File: src/design/assert_macros.svh
// Assertion macros for the substring replace stream unit.
`ifndef ASSERT_MACROS_SVH
`define ASSERT_MACROS_SVH

`ifndef SYNTH

`define SRS_ASSERT_ALWAYS(lbl, clk, rst_n, prop) \
    lbl: assert property (@(posedge clk) disable iff (!rst_n) (prop)) \
        else $error("%m: assertion failed");

`define SRS_ASSERT_IMPL(lbl, clk, rst_n, ante, cons) \
    lbl: assert property (@(posedge clk) disable iff (!rst_n) (ante) |-> (cons)) \
        else $error("%m: assertion failed");

`define SRS_ASSERT_NEXT(lbl, clk, rst_n, ante, cons) \
    lbl: assert property (@(posedge clk) disable iff (!rst_n) (ante) |=> (cons)) \
        else $error("%m: assertion failed");

`else

`define SRS_ASSERT_ALWAYS(lbl, clk, rst_n, prop)

`define SRS_ASSERT_IMPL(lbl, clk, rst_n, ante, cons)

`define SRS_ASSERT_NEXT(lbl, clk, rst_n, ante, cons)

`endif

`endif

File: src/design/srs_pkg.sv
// Shared types and constants of the substring replace stream unit.
`default_nettype none

package srs_pkg;

    localparam int FUNC_W      = 2;
    localparam int CHAR_FIELD_W = 32;
    localparam int IDX_FIELD_W = 4;
    localparam int IDX_LSB     = CHAR_FIELD_W;
    localparam int S_TDATA_W   = 40;
    localparam int M_TDATA_W   = 32;
    localparam int M_TUSER_W   = 2;
    localparam int CFG_ADDR_W  = 2;
    localparam int CFG_DATA_W  = 16;

    typedef enum logic [FUNC_W-1:0] {
        FUNC_LOAD_PAT = 2'd0,
        FUNC_LOAD_REP = 2'd1,
        FUNC_TEXT     = 2'd2,
        FUNC_END      = 2'd3
    } func_t;

    typedef enum logic [CFG_ADDR_W-1:0] {
        CFG_PAT_LEN   = 2'd0,
        CFG_REP_LEN   = 2'd1,
        CFG_LIMIT_EN  = 2'd2,
        CFG_LIMIT_VAL = 2'd3
    } cfg_addr_t;

    typedef struct packed {
        logic shift;
        logic load;
        logic tail;
        logic pat_we;
    } cell_ctl_t;

endpackage

`default_nettype wire

File: src/design/srs_cell.sv
// One window cell: a pending character, its pattern character and their compare.
`default_nettype none

module srs_cell #(
    parameter int CHAR_BITS = 32
) (
    input  wire logic               aclk,
    input  wire srs_pkg::cell_ctl_t ctl,
    input  wire logic [CHAR_BITS-1:0] in_char,
    input  wire logic [CHAR_BITS-1:0] next_char,
    output logic [CHAR_BITS-1:0]    win_char,
    output logic                    eq
);

    logic [CHAR_BITS-1:0] win_reg;
    logic [CHAR_BITS-1:0] pat_reg;

    always_ff @(posedge aclk) begin
        if (ctl.load) begin
            win_reg <= in_char;
        end else if (ctl.shift) begin
            win_reg <= next_char;
        end
        if (ctl.pat_we) begin
            pat_reg <= in_char;
        end
    end

    assign win_char = win_reg;
    assign eq       = ((ctl.tail ? in_char : win_reg) == pat_reg);

endmodule

`default_nettype wire

File: src/design/substring_replace_stream_unit.sv
// Top level of the substring replace stream unit: window cell chain and sequencer.
`default_nettype none

// Load items and text beats that cause at most one result do not hold the input.
// An item that causes n results holds the input until its last result is emitted, since
// every result leaves through the single output register at one beat per cycle while
// m_tready allows: a replacement of R characters gives R results, a flush of a window
// holding F characters gives F results. The search window is a chain of MAX_PATTERN
// cells that shifts by one toward the output per emitted character, comparing all cells at once.
// Input beats: s_tuser carries func, s_tdata carries char_value and load_index.
// Output beats: m_tdata carries out_char, m_tuser char_valid and text_done,
// m_tlast marks the final result of an input beat.

`include "assert_macros.svh"

module substring_replace_stream_unit #(
    parameter int MAX_PATTERN     = 16,
    parameter int MAX_REPLACEMENT = 16,
    parameter int CHAR_BITS       = 32
) (
    input  wire logic                              aclk,
    input  wire logic                              aresetn,
    input  wire logic                              s_tvalid,
    output logic                                   s_tready,
    input  wire logic [srs_pkg::S_TDATA_W-1:0]     s_tdata,  // char_value, load_index, zero pad
    input  wire logic [srs_pkg::FUNC_W-1:0]        s_tuser,  // func
    output logic                                   m_tvalid,
    input  wire logic                              m_tready,
    output logic [srs_pkg::M_TDATA_W-1:0]          m_tdata,  // out_char
    output logic                                   m_tlast,
    output logic [srs_pkg::M_TUSER_W-1:0]          m_tuser,  // char_valid, text_done
    input  wire logic                              cfg_wr_en,
    input  wire logic [srs_pkg::CFG_ADDR_W-1:0]    cfg_addr,
    input  wire logic [srs_pkg::CFG_DATA_W-1:0]    cfg_wdata
);

    localparam int FILL_W = $clog2(MAX_PATTERN + 1);
    localparam int RCNT_W = $clog2(MAX_REPLACEMENT + 1);
    localparam int RIDX_W = (MAX_REPLACEMENT > 1) ? $clog2(MAX_REPLACEMENT) : 1;

    typedef enum logic [1:0] {
        ST_IDLE,
        ST_DRAIN,
        ST_REPL
    } state_t;

    // configuration
    logic [4:0]  pat_len_reg;
    logic [4:0]  rep_len_reg;
    logic        limit_en_reg;
    logic [15:0] limit_val_reg;

    always_ff @(posedge aclk) begin
        if (!aresetn) begin
            pat_len_reg   <= '0;
            rep_len_reg   <= '0;
            limit_en_reg  <= 1'b0;
            limit_val_reg <= '0;
        end else if (cfg_wr_en) begin
            unique case (srs_pkg::cfg_addr_t'(cfg_addr))
                srs_pkg::CFG_PAT_LEN:   pat_len_reg   <= cfg_wdata[4:0];
                srs_pkg::CFG_REP_LEN:   rep_len_reg   <= cfg_wdata[4:0];
                srs_pkg::CFG_LIMIT_EN:  limit_en_reg  <= cfg_wdata[0];
                srs_pkg::CFG_LIMIT_VAL: limit_val_reg <= cfg_wdata[15:0];
                default: ;
            endcase
        end
    end

    logic [FILL_W-1:0] plen;
    logic [RCNT_W-1:0] rlen;

    assign plen = (32'(pat_len_reg) > MAX_PATTERN) ? FILL_W'(MAX_PATTERN) : FILL_W'(pat_len_reg);
    assign rlen = (32'(rep_len_reg) > MAX_REPLACEMENT) ? RCNT_W'(MAX_REPLACEMENT)
                                                       : RCNT_W'(rep_len_reg);

    // input beat fields
    srs_pkg::func_t           func;
    logic [CHAR_BITS-1:0]     in_char;
    logic [srs_pkg::IDX_FIELD_W-1:0] idx;

    assign func    = srs_pkg::func_t'(s_tuser);
    assign in_char = s_tdata[CHAR_BITS-1:0];
    assign idx     = s_tdata[srs_pkg::IDX_LSB +: srs_pkg::IDX_FIELD_W];

    // sequencer state
    state_t            state_reg, state_next;
    logic [FILL_W-1:0] fill_reg, fill_next;
    logic [FILL_W-1:0] rem_reg, rem_next;
    logic              flush_reg, flush_next;
    logic [RIDX_W-1:0] rep_idx_reg, rep_idx_next;
    logic [15:0]       left_reg, left_next;
    logic              open_reg, open_next;

    logic                         m_tvalid_reg, m_tvalid_next;
    logic [srs_pkg::M_TDATA_W-1:0] m_tdata_reg, m_tdata_next;
    logic                         m_tlast_reg, m_tlast_next;
    logic                         m_valid_char_reg, m_valid_char_next;
    logic                         m_done_reg, m_done_next;

    logic out_free;
    logic accept;
    logic rep_last;
    logic repl_done;

    assign out_free  = !m_tvalid_reg || m_tready;
    assign s_tready  = (state_reg == ST_IDLE) && out_free;
    assign accept    = s_tvalid && s_tready;
    assign rep_last  = ((32'(rep_idx_reg) + 1) == 32'(rlen));
    assign repl_done = (state_reg == ST_REPL) && out_free && rep_last;

    // replacement store, read through a register addressed from the next state ahead of use
    logic [CHAR_BITS-1:0] rep_mem_reg [MAX_REPLACEMENT];
    logic [CHAR_BITS-1:0] rep_rd_reg;
    logic                 rep_we;
    logic [RIDX_W-1:0]    rep_rd_addr;
    logic [CHAR_BITS-1:0] rep_char;

    assign rep_rd_addr = (state_next == ST_REPL) ? rep_idx_next : '0;

    always_ff @(posedge aclk) begin
        if (rep_we) begin
            rep_mem_reg[RIDX_W'(idx)] <= in_char;
        end
        if (rep_we && (RIDX_W'(idx) == rep_rd_addr)) begin
            rep_rd_reg <= in_char;
        end else begin
            rep_rd_reg <= rep_mem_reg[rep_rd_addr];
        end
    end

    assign rep_char = rep_rd_reg;

    // window cell chain
    logic                 win_shift;
    logic                 win_load_en;
    logic [FILL_W-1:0]    win_load_pos;
    logic                 pat_we_en;
    logic [CHAR_BITS-1:0] win_char [MAX_PATTERN];
    logic [MAX_PATTERN-1:0] eq_vec;
    logic [MAX_PATTERN-1:0] in_pat_vec;
    logic                 match_all;

    for (genvar i = 0; i < MAX_PATTERN; i++) begin : g_cell
        srs_pkg::cell_ctl_t   ctl;
        logic [CHAR_BITS-1:0] next_char;

        assign ctl.shift  = win_shift;
        assign ctl.load   = win_load_en && (win_load_pos == FILL_W'(i));
        assign ctl.tail   = (fill_reg == FILL_W'(i));
        assign ctl.pat_we = pat_we_en && (32'(idx) == i);

        if (i == MAX_PATTERN - 1) begin : g_end
            assign next_char = win_char[i];
        end else begin : g_mid
            assign next_char = win_char[i+1];
        end

        assign in_pat_vec[i] = (FILL_W'(i) < plen);

        srs_cell #(
            .CHAR_BITS(CHAR_BITS)
        ) u_cell (
            .aclk     (aclk),
            .ctl      (ctl),
            .in_char  (in_char),
            .next_char(next_char),
            .win_char (win_char[i]),
            .eq       (eq_vec[i])
        );
    end

    assign match_all = &(eq_vec | ~in_pat_vec);

    // decision for a text beat
    logic [FILL_W-1:0] new_fill;
    logic [FILL_W-1:0] take_cnt;
    logic [15:0]       left_cur;
    logic              replace_hit;

    assign new_fill    = fill_reg + FILL_W'(1);
    assign left_cur    = open_reg ? left_reg : limit_val_reg;
    assign replace_hit = (plen != '0) && (new_fill == plen) && match_all
                         && (!limit_en_reg || (left_cur != '0));

    always_comb begin
        if (plen == '0) begin
            take_cnt = new_fill;
        end else if (new_fill > plen) begin
            take_cnt = new_fill - plen + FILL_W'(1);
        end else if (new_fill == plen) begin
            take_cnt = FILL_W'(1);
        end else begin
            take_cnt = '0;
        end
    end

    always_comb begin
        logic                 emit;
        logic [CHAR_BITS-1:0] emit_char;
        logic                 emit_valid;
        logic                 emit_last;
        logic                 emit_done;

        emit       = 1'b0;
        emit_char  = '0;
        emit_valid = 1'b1;
        emit_last  = 1'b0;
        emit_done  = 1'b0;

        state_next   = state_reg;
        fill_next    = fill_reg;
        rem_next     = rem_reg;
        flush_next   = flush_reg;
        rep_idx_next = rep_idx_reg;
        left_next    = left_reg;
        open_next    = open_reg;

        win_shift    = 1'b0;
        win_load_en  = 1'b0;
        win_load_pos = fill_reg;
        pat_we_en    = 1'b0;
        rep_we       = 1'b0;

        unique case (state_reg)
            ST_IDLE: begin
                if (accept) begin
                    unique case (func)
                        srs_pkg::FUNC_LOAD_PAT: begin
                            pat_we_en = (32'(idx) < MAX_PATTERN);
                        end
                        srs_pkg::FUNC_LOAD_REP: begin
                            rep_we = (32'(idx) < MAX_REPLACEMENT);
                        end
                        srs_pkg::FUNC_END: begin
                            open_next = 1'b0;
                            emit      = 1'b1;
                            emit_last = 1'b1;
                            if (fill_reg == '0) begin
                                emit_valid = 1'b0;
                                emit_done  = 1'b1;
                            end else begin
                                emit_char = win_char[0];
                                win_shift = 1'b1;
                                fill_next = fill_reg - FILL_W'(1);
                                if (fill_reg == FILL_W'(1)) begin
                                    emit_done = 1'b1;
                                end else begin
                                    emit_last  = 1'b0;
                                    state_next = ST_DRAIN;
                                    rem_next   = fill_reg - FILL_W'(1);
                                    flush_next = 1'b1;
                                end
                            end
                        end
                        srs_pkg::FUNC_TEXT: begin
                            open_next = 1'b1;
                            left_next = left_cur;
                            if (replace_hit) begin
                                fill_next = '0;
                                if (limit_en_reg) begin
                                    left_next = left_cur - 16'd1;
                                end
                                if (rlen != '0) begin
                                    emit      = 1'b1;
                                    emit_char = rep_char;
                                    emit_last = (rlen == RCNT_W'(1));
                                    if (rlen != RCNT_W'(1)) begin
                                        state_next   = ST_REPL;
                                        rep_idx_next = RIDX_W'(1);
                                    end
                                end
                            end else if (take_cnt == '0) begin
                                win_load_en  = 1'b1;
                                win_load_pos = fill_reg;
                                fill_next    = new_fill;
                            end else begin
                                emit         = 1'b1;
                                emit_char    = (fill_reg == '0) ? in_char : win_char[0];
                                win_shift    = 1'b1;
                                win_load_en  = (fill_reg != '0);
                                win_load_pos = fill_reg - FILL_W'(1);
                                emit_last    = (take_cnt == FILL_W'(1));
                                if (take_cnt != FILL_W'(1)) begin
                                    state_next = ST_DRAIN;
                                    rem_next   = take_cnt - FILL_W'(1);
                                    flush_next = 1'b0;
                                end
                            end
                        end
                        default: ;
                    endcase
                end
            end
            ST_DRAIN: begin
                if (out_free) begin
                    emit      = 1'b1;
                    emit_char = win_char[0];
                    win_shift = 1'b1;
                    fill_next = fill_reg - FILL_W'(1);
                    rem_next  = rem_reg - FILL_W'(1);
                    emit_last = (rem_reg == FILL_W'(1));
                    emit_done = (rem_reg == FILL_W'(1)) && flush_reg;
                    if (rem_reg == FILL_W'(1)) begin
                        state_next = ST_IDLE;
                    end
                end
            end
            ST_REPL: begin
                if (out_free) begin
                    emit         = 1'b1;
                    emit_char    = rep_char;
                    emit_last    = rep_last;
                    rep_idx_next = rep_idx_reg + RIDX_W'(1);
                    if (emit_last) begin
                        state_next = ST_IDLE;
                    end
                end
            end
            default: ;
        endcase

        m_tvalid_next     = m_tvalid_reg && !m_tready;
        m_tdata_next      = m_tdata_reg;
        m_tlast_next      = m_tlast_reg;
        m_valid_char_next = m_valid_char_reg;
        m_done_next       = m_done_reg;
        if (emit) begin
            m_tvalid_next     = 1'b1;
            m_tdata_next      = srs_pkg::M_TDATA_W'(emit_char);
            m_tlast_next      = emit_last;
            m_valid_char_next = emit_valid;
            m_done_next       = emit_done;
        end
    end

    always_ff @(posedge aclk) begin
        if (!aresetn) begin
            state_reg        <= ST_IDLE;
            fill_reg         <= '0;
            rem_reg          <= '0;
            flush_reg        <= 1'b0;
            rep_idx_reg      <= '0;
            left_reg         <= '0;
            open_reg         <= 1'b0;
            m_tvalid_reg     <= 1'b0;
            m_tdata_reg      <= '0;
            m_tlast_reg      <= 1'b0;
            m_valid_char_reg <= 1'b0;
            m_done_reg       <= 1'b0;
        end else begin
            state_reg        <= state_next;
            fill_reg         <= fill_next;
            rem_reg          <= rem_next;
            flush_reg        <= flush_next;
            rep_idx_reg      <= rep_idx_next;
            left_reg         <= left_next;
            open_reg         <= open_next;
            m_tvalid_reg     <= m_tvalid_next;
            m_tdata_reg      <= m_tdata_next;
            m_tlast_reg      <= m_tlast_next;
            m_valid_char_reg <= m_valid_char_next;
            m_done_reg       <= m_done_next;
        end
    end

    assign m_tvalid = m_tvalid_reg;
    assign m_tdata  = m_tdata_reg;
    assign m_tlast  = m_tlast_reg;
    assign m_tuser  = {m_done_reg, m_valid_char_reg};

    `SRS_ASSERT_ALWAYS(a_fill_bound, aclk, aresetn, 32'(fill_reg) < MAX_PATTERN)
    `SRS_ASSERT_IMPL(a_drain_count, aclk, aresetn, state_reg == ST_DRAIN, rem_reg != '0)
    `SRS_ASSERT_IMPL(a_repl_empty_window, aclk, aresetn, state_reg == ST_REPL, fill_reg == '0)
    `SRS_ASSERT_IMPL(a_done_is_last, aclk, aresetn, m_tvalid && m_tuser[1], m_tlast)
    `SRS_ASSERT_NEXT(a_repl_ends, aclk, aresetn, repl_done, state_reg == ST_IDLE)

endmodule

`default_nettype wire

File: config.mk
export PLATFORM = sky130hd
export DESIGN_NAME = substring_replace_stream_unit
export DESIGN_NICKNAME = d
export VERILOG_FILES = /design/src/design/srs_pkg.sv /design/src/design/srs_cell.sv /design/src/design/substring_replace_stream_unit.sv
export VERILOG_INCLUDE_DIRS = /design/src /design/src/design
export SDC_FILE = /design/constraint.sdc
export NUM_CORES = 2
export LEC_CHECK = 0
export BUFFER_PORTS_ARGS = -buffer_cell sky130_fd_sc_hd__buf_2
export CAP_MARGIN = 10
export CORE_MARGIN = 10
export CORE_UTILIZATION = 45
export DETAILED_ROUTE_END_ITERATION = 8
export PLACE_DENSITY = 0.58
export SETUP_SLACK_MARGIN = 0.5
export SKIP_LAST_GASP = 1
export SLEW_MARGIN = 0
export SYNTH_ARGS = -nofsm -noshare
export SYNTH_HDL_FRONTEND = slang
export SYNTH_SLANG_ARGS = --single-unit
File: constraint.sdc
create_clock -name aclk -period 13.5 [get_ports aclk]
set_input_delay 1.35 -clock aclk [delete_from_list [all_inputs] [get_ports aclk]]
set_output_delay 1.35 -clock aclk [all_outputs]
set_load 0.02 [all_outputs]
==> impl_metrics.csv <==
group,metric,value,unit
outcome,status,"finished clean",
cts,path_clk_slew,0.06,ns
grt,track_usage,0.260,
grt,grt_max_degree,129,
critical_path,path_depth,20,
logic_synthesis,yosys_register_bits,1637,
cts,cts-resized-gates,0,
min_path,worstHoldPathCells,2,
place,gp_congestion,0.931,
critical_path,path_max_fanout,33,
critical_path,critical_path_class,"reg2reg",
min_path,hold_class,"reg2reg",
critical_path,crit_arrival,9.31,ns
grt,grt_pass1_wl,351000,um
place,pre_cts_slack,4.41,ns
routing,avgRoutedWirePerCell,32.2,um
logic_synthesis,async_flop_share,0,
routing,wl,249000,um
final_layout,nNetsFinal,5466,
critical_path,cpMostUsedCell,"buf_4",
logic_synthesis,ys_seq_area_frac,0.632,
sta,hold_violations,0,
critical_path,reg2reg_depth,20,
logic_synthesis,yosysWarningCount,0,
floorplan,fp-row-count,150,
cts,cts_buffers,175,
place,dp_hpwl,167000,um
final_layout,layout_commonest_cell,"edfxtp_1",
floorplan,num_io_pins,102,
floorplan,die_y,431,um
critical_path,startpoint,"fill_reg[0]",
sta,tightest_slew,1.29,ns
pwr,power_density,142,nW/um^2
critical_path,cp.buffers_inverters,5,
sta,finalCritPeriodShare,0.654,
critical_path,cp-start-kind,"register",
cts,clk_latency,0.86,ns
floorplan,die_w,431,um
sta,slew_headroom,0.115,
sta,finalCriticalPeriod,8.82,ns
sta,clock-skew-final,0.0656,ns
cts,htreeDepth,4,
critical_path,crit_required,13.99,ns
final_layout,areaGrowthSynthToFinish,12.3,%
cts,cts_tree,"yes",
pwr,vdd_drop_max,0.138,mV
grt,grt_overflow,0,
cts,cts_setup_buffers,0,
final_layout,final_cell_mix,"edfxtp_1 (1536), mux2_2 (353), xnor2_1 (297), inv_1 (276), xor2_1 (220)",
floorplan,coreArea,168000,sq um
job,cap_violations,0,
logic_synthesis,synth_top_flop_cell,"edfxtp_1",
logic_synthesis,synth_edf_count,1536,
routing,ant_nets,0,
logic_synthesis,synth_area,76200,sq um
critical_path,end_kind,"register",
cts,cts.sink_count,1637,
place,io_buffers,97,
sta,rsz0062_at_grt,"false",
pwr,cellLeakagePower,27.9,nW
cts,ctsHoldBuffers,0,
cts,cts-root-buf,"clkbuf_16",
logic_synthesis,avgSynthCellArea,14.5,sq um
cts,clk_path_buf_depth,3,
critical_path,crit_family,"simple AND/OR/NAND/NOR gates",
routing,routed_via_density,6.18,
floorplan,die_area,186000,sq um
critical_path,crit_slowest_cell,"o21ai_0",
sta,max_freq,113,MHz
routing,drc,0,
grt,antenna_found_initial,15,
final_layout,drive_gt1_frac,0.208,
min_path,hold_path_startpoint,"limit_val_reg[0]",
logic_synthesis,ys_types,101,
sta,fin_setup_tns,0,ns
sta,slew_viol_final,0,
routing,first_iter_violations,5770,
sta,setup_violations,0,
floorplan,initial_core_util,0.454,
critical_path,cpPeakStageDelay,0.76,ns
logic_synthesis,synthCells,5247,
grt,grt_pass1_vias,47000,
logic_synthesis,syn_nets,5340,
routing,vias,47800,
sta,fin_ws,4.68,ns
sta,fin_hold_ws,0.456,ns
critical_path,worstPathCellList,"ha_1 > and3_1 > ha_2 > buf_4 > mux2i_1 > xnor2_1 > nor4_1 > nand4_1 > o21ai_0 > buf_4 > o211ai_1 > nor4_2 > o2111ai_4 > nor2_4 > o31ai_1 > buf_4 > a211oi_4 > buf_4 > nand2b_1 > buf_4",
routing,dr.pass1.iters,8,
critical_path,r2r-start,"fill_reg[0]",
## worst min-delay path: stages (launching register included)
cell     delay, ns
dfxtp_1       0.31
nand2_1       0.05
a21oi_1       0.05
## report_power, final
part / internal [mW] / leakage [nW] / switching, mW
Combinational: 0.448 / 10.5 / 0.894
Clock: 2.64 / 2.71 / 2.09
Sequential: 5.88 / 14.8 / 0.223
Total: 8.97 / 27.9 / 3.21
## metrics by stage
stage / utilization / power [mW] / cells / area [sq um]
4_1_cts: 0.510 / 12.2 / 7719 / 85500
3_5_place_dp: 0.476 / 7.52 / 7400 / 79800
2_1_floorplan: - / 6.90 / 5247 / 76200
5_1_grt: 0.510 / 12.6 / 7723 / 85500
3_3_place_gp: 0.476 / 7.52 / 7400 / 79800
6_report: 0.510 / 12.2 / 7726 / 85500
## final timing paths
| path | slack (ns) | to |
|---|---|---|
| worst max register to register | 4.68 | g_cell[2].u_cell.win_char[19] |
| worst max-delay path | 4.68 | g_cell[2].u_cell.win_char[19] |
| worst min register to register | 0.46 | limit_val_reg[0] |
| worst min-delay path | 0.46 | limit_val_reg[0] |
## logic make-up (layout without fill, tap and decap cells)
group,count (synthesis),after routing,share of synthesized area
xor gates and xnor gates,517,517,0.0595
and+or+nand+nor,859,859,0.0593
DFF,1637,1637,0.632
adders and majority gates,29,29,0.00483
AOI/OAI and AO/OA,835,835,0.0784
buffers and inverters,611,879,0.0319
other,0,7,0
muxes,759,759,0.134
## cell type report
type | count | area, sq um
fill | 14200 | 82300
timing repair buffer | 278 | 1910
antenna | 7 | 17.5
inverter | 282 | 1060
clock buffer | 210 | 4520
tap | 2204 | 2760
sequential | 1637 | 48200
clock inverter | 109 | 1130
multi-input combinational | 2999 | 26000
## Yosys cell counts (all sizes together), types with 66 or more instances
cell type / instances / area [sq um]
o21ai: 118 / 591
mux4: 160 / 3600
clkbuf: 204 / 766
nor4: 85 / 551
inv: 277 / 1040
buf: 125 / 606
mux2: 407 / 4670
nor3: 81 / 430
nand2b: 69 / 432
mux2i: 192 / 1920
dfxtp: 101 / 2020
xor2: 220 / 1930
nand4: 66 / 413
a21oi: 176 / 888
nand2: 213 / 800
nor2: 158 / 601
edfxtp: 1536 / 46100
o22ai: 104 / 651
xnor2: 297 / 2600
## per-layer routing
metal / share of wire / global-route usage / vias to the layer above
met5: 0.000044 / 0 / -
met4: 0.042 / 0.105 / 2
met3: 0.072 / 0.0390 / 452
met2: 0.47 / 0.421 / 2240
met1: 0.41 / 0.353 / 24500
li1: - / - / 20600
Power figures use the tool's default switching activity.
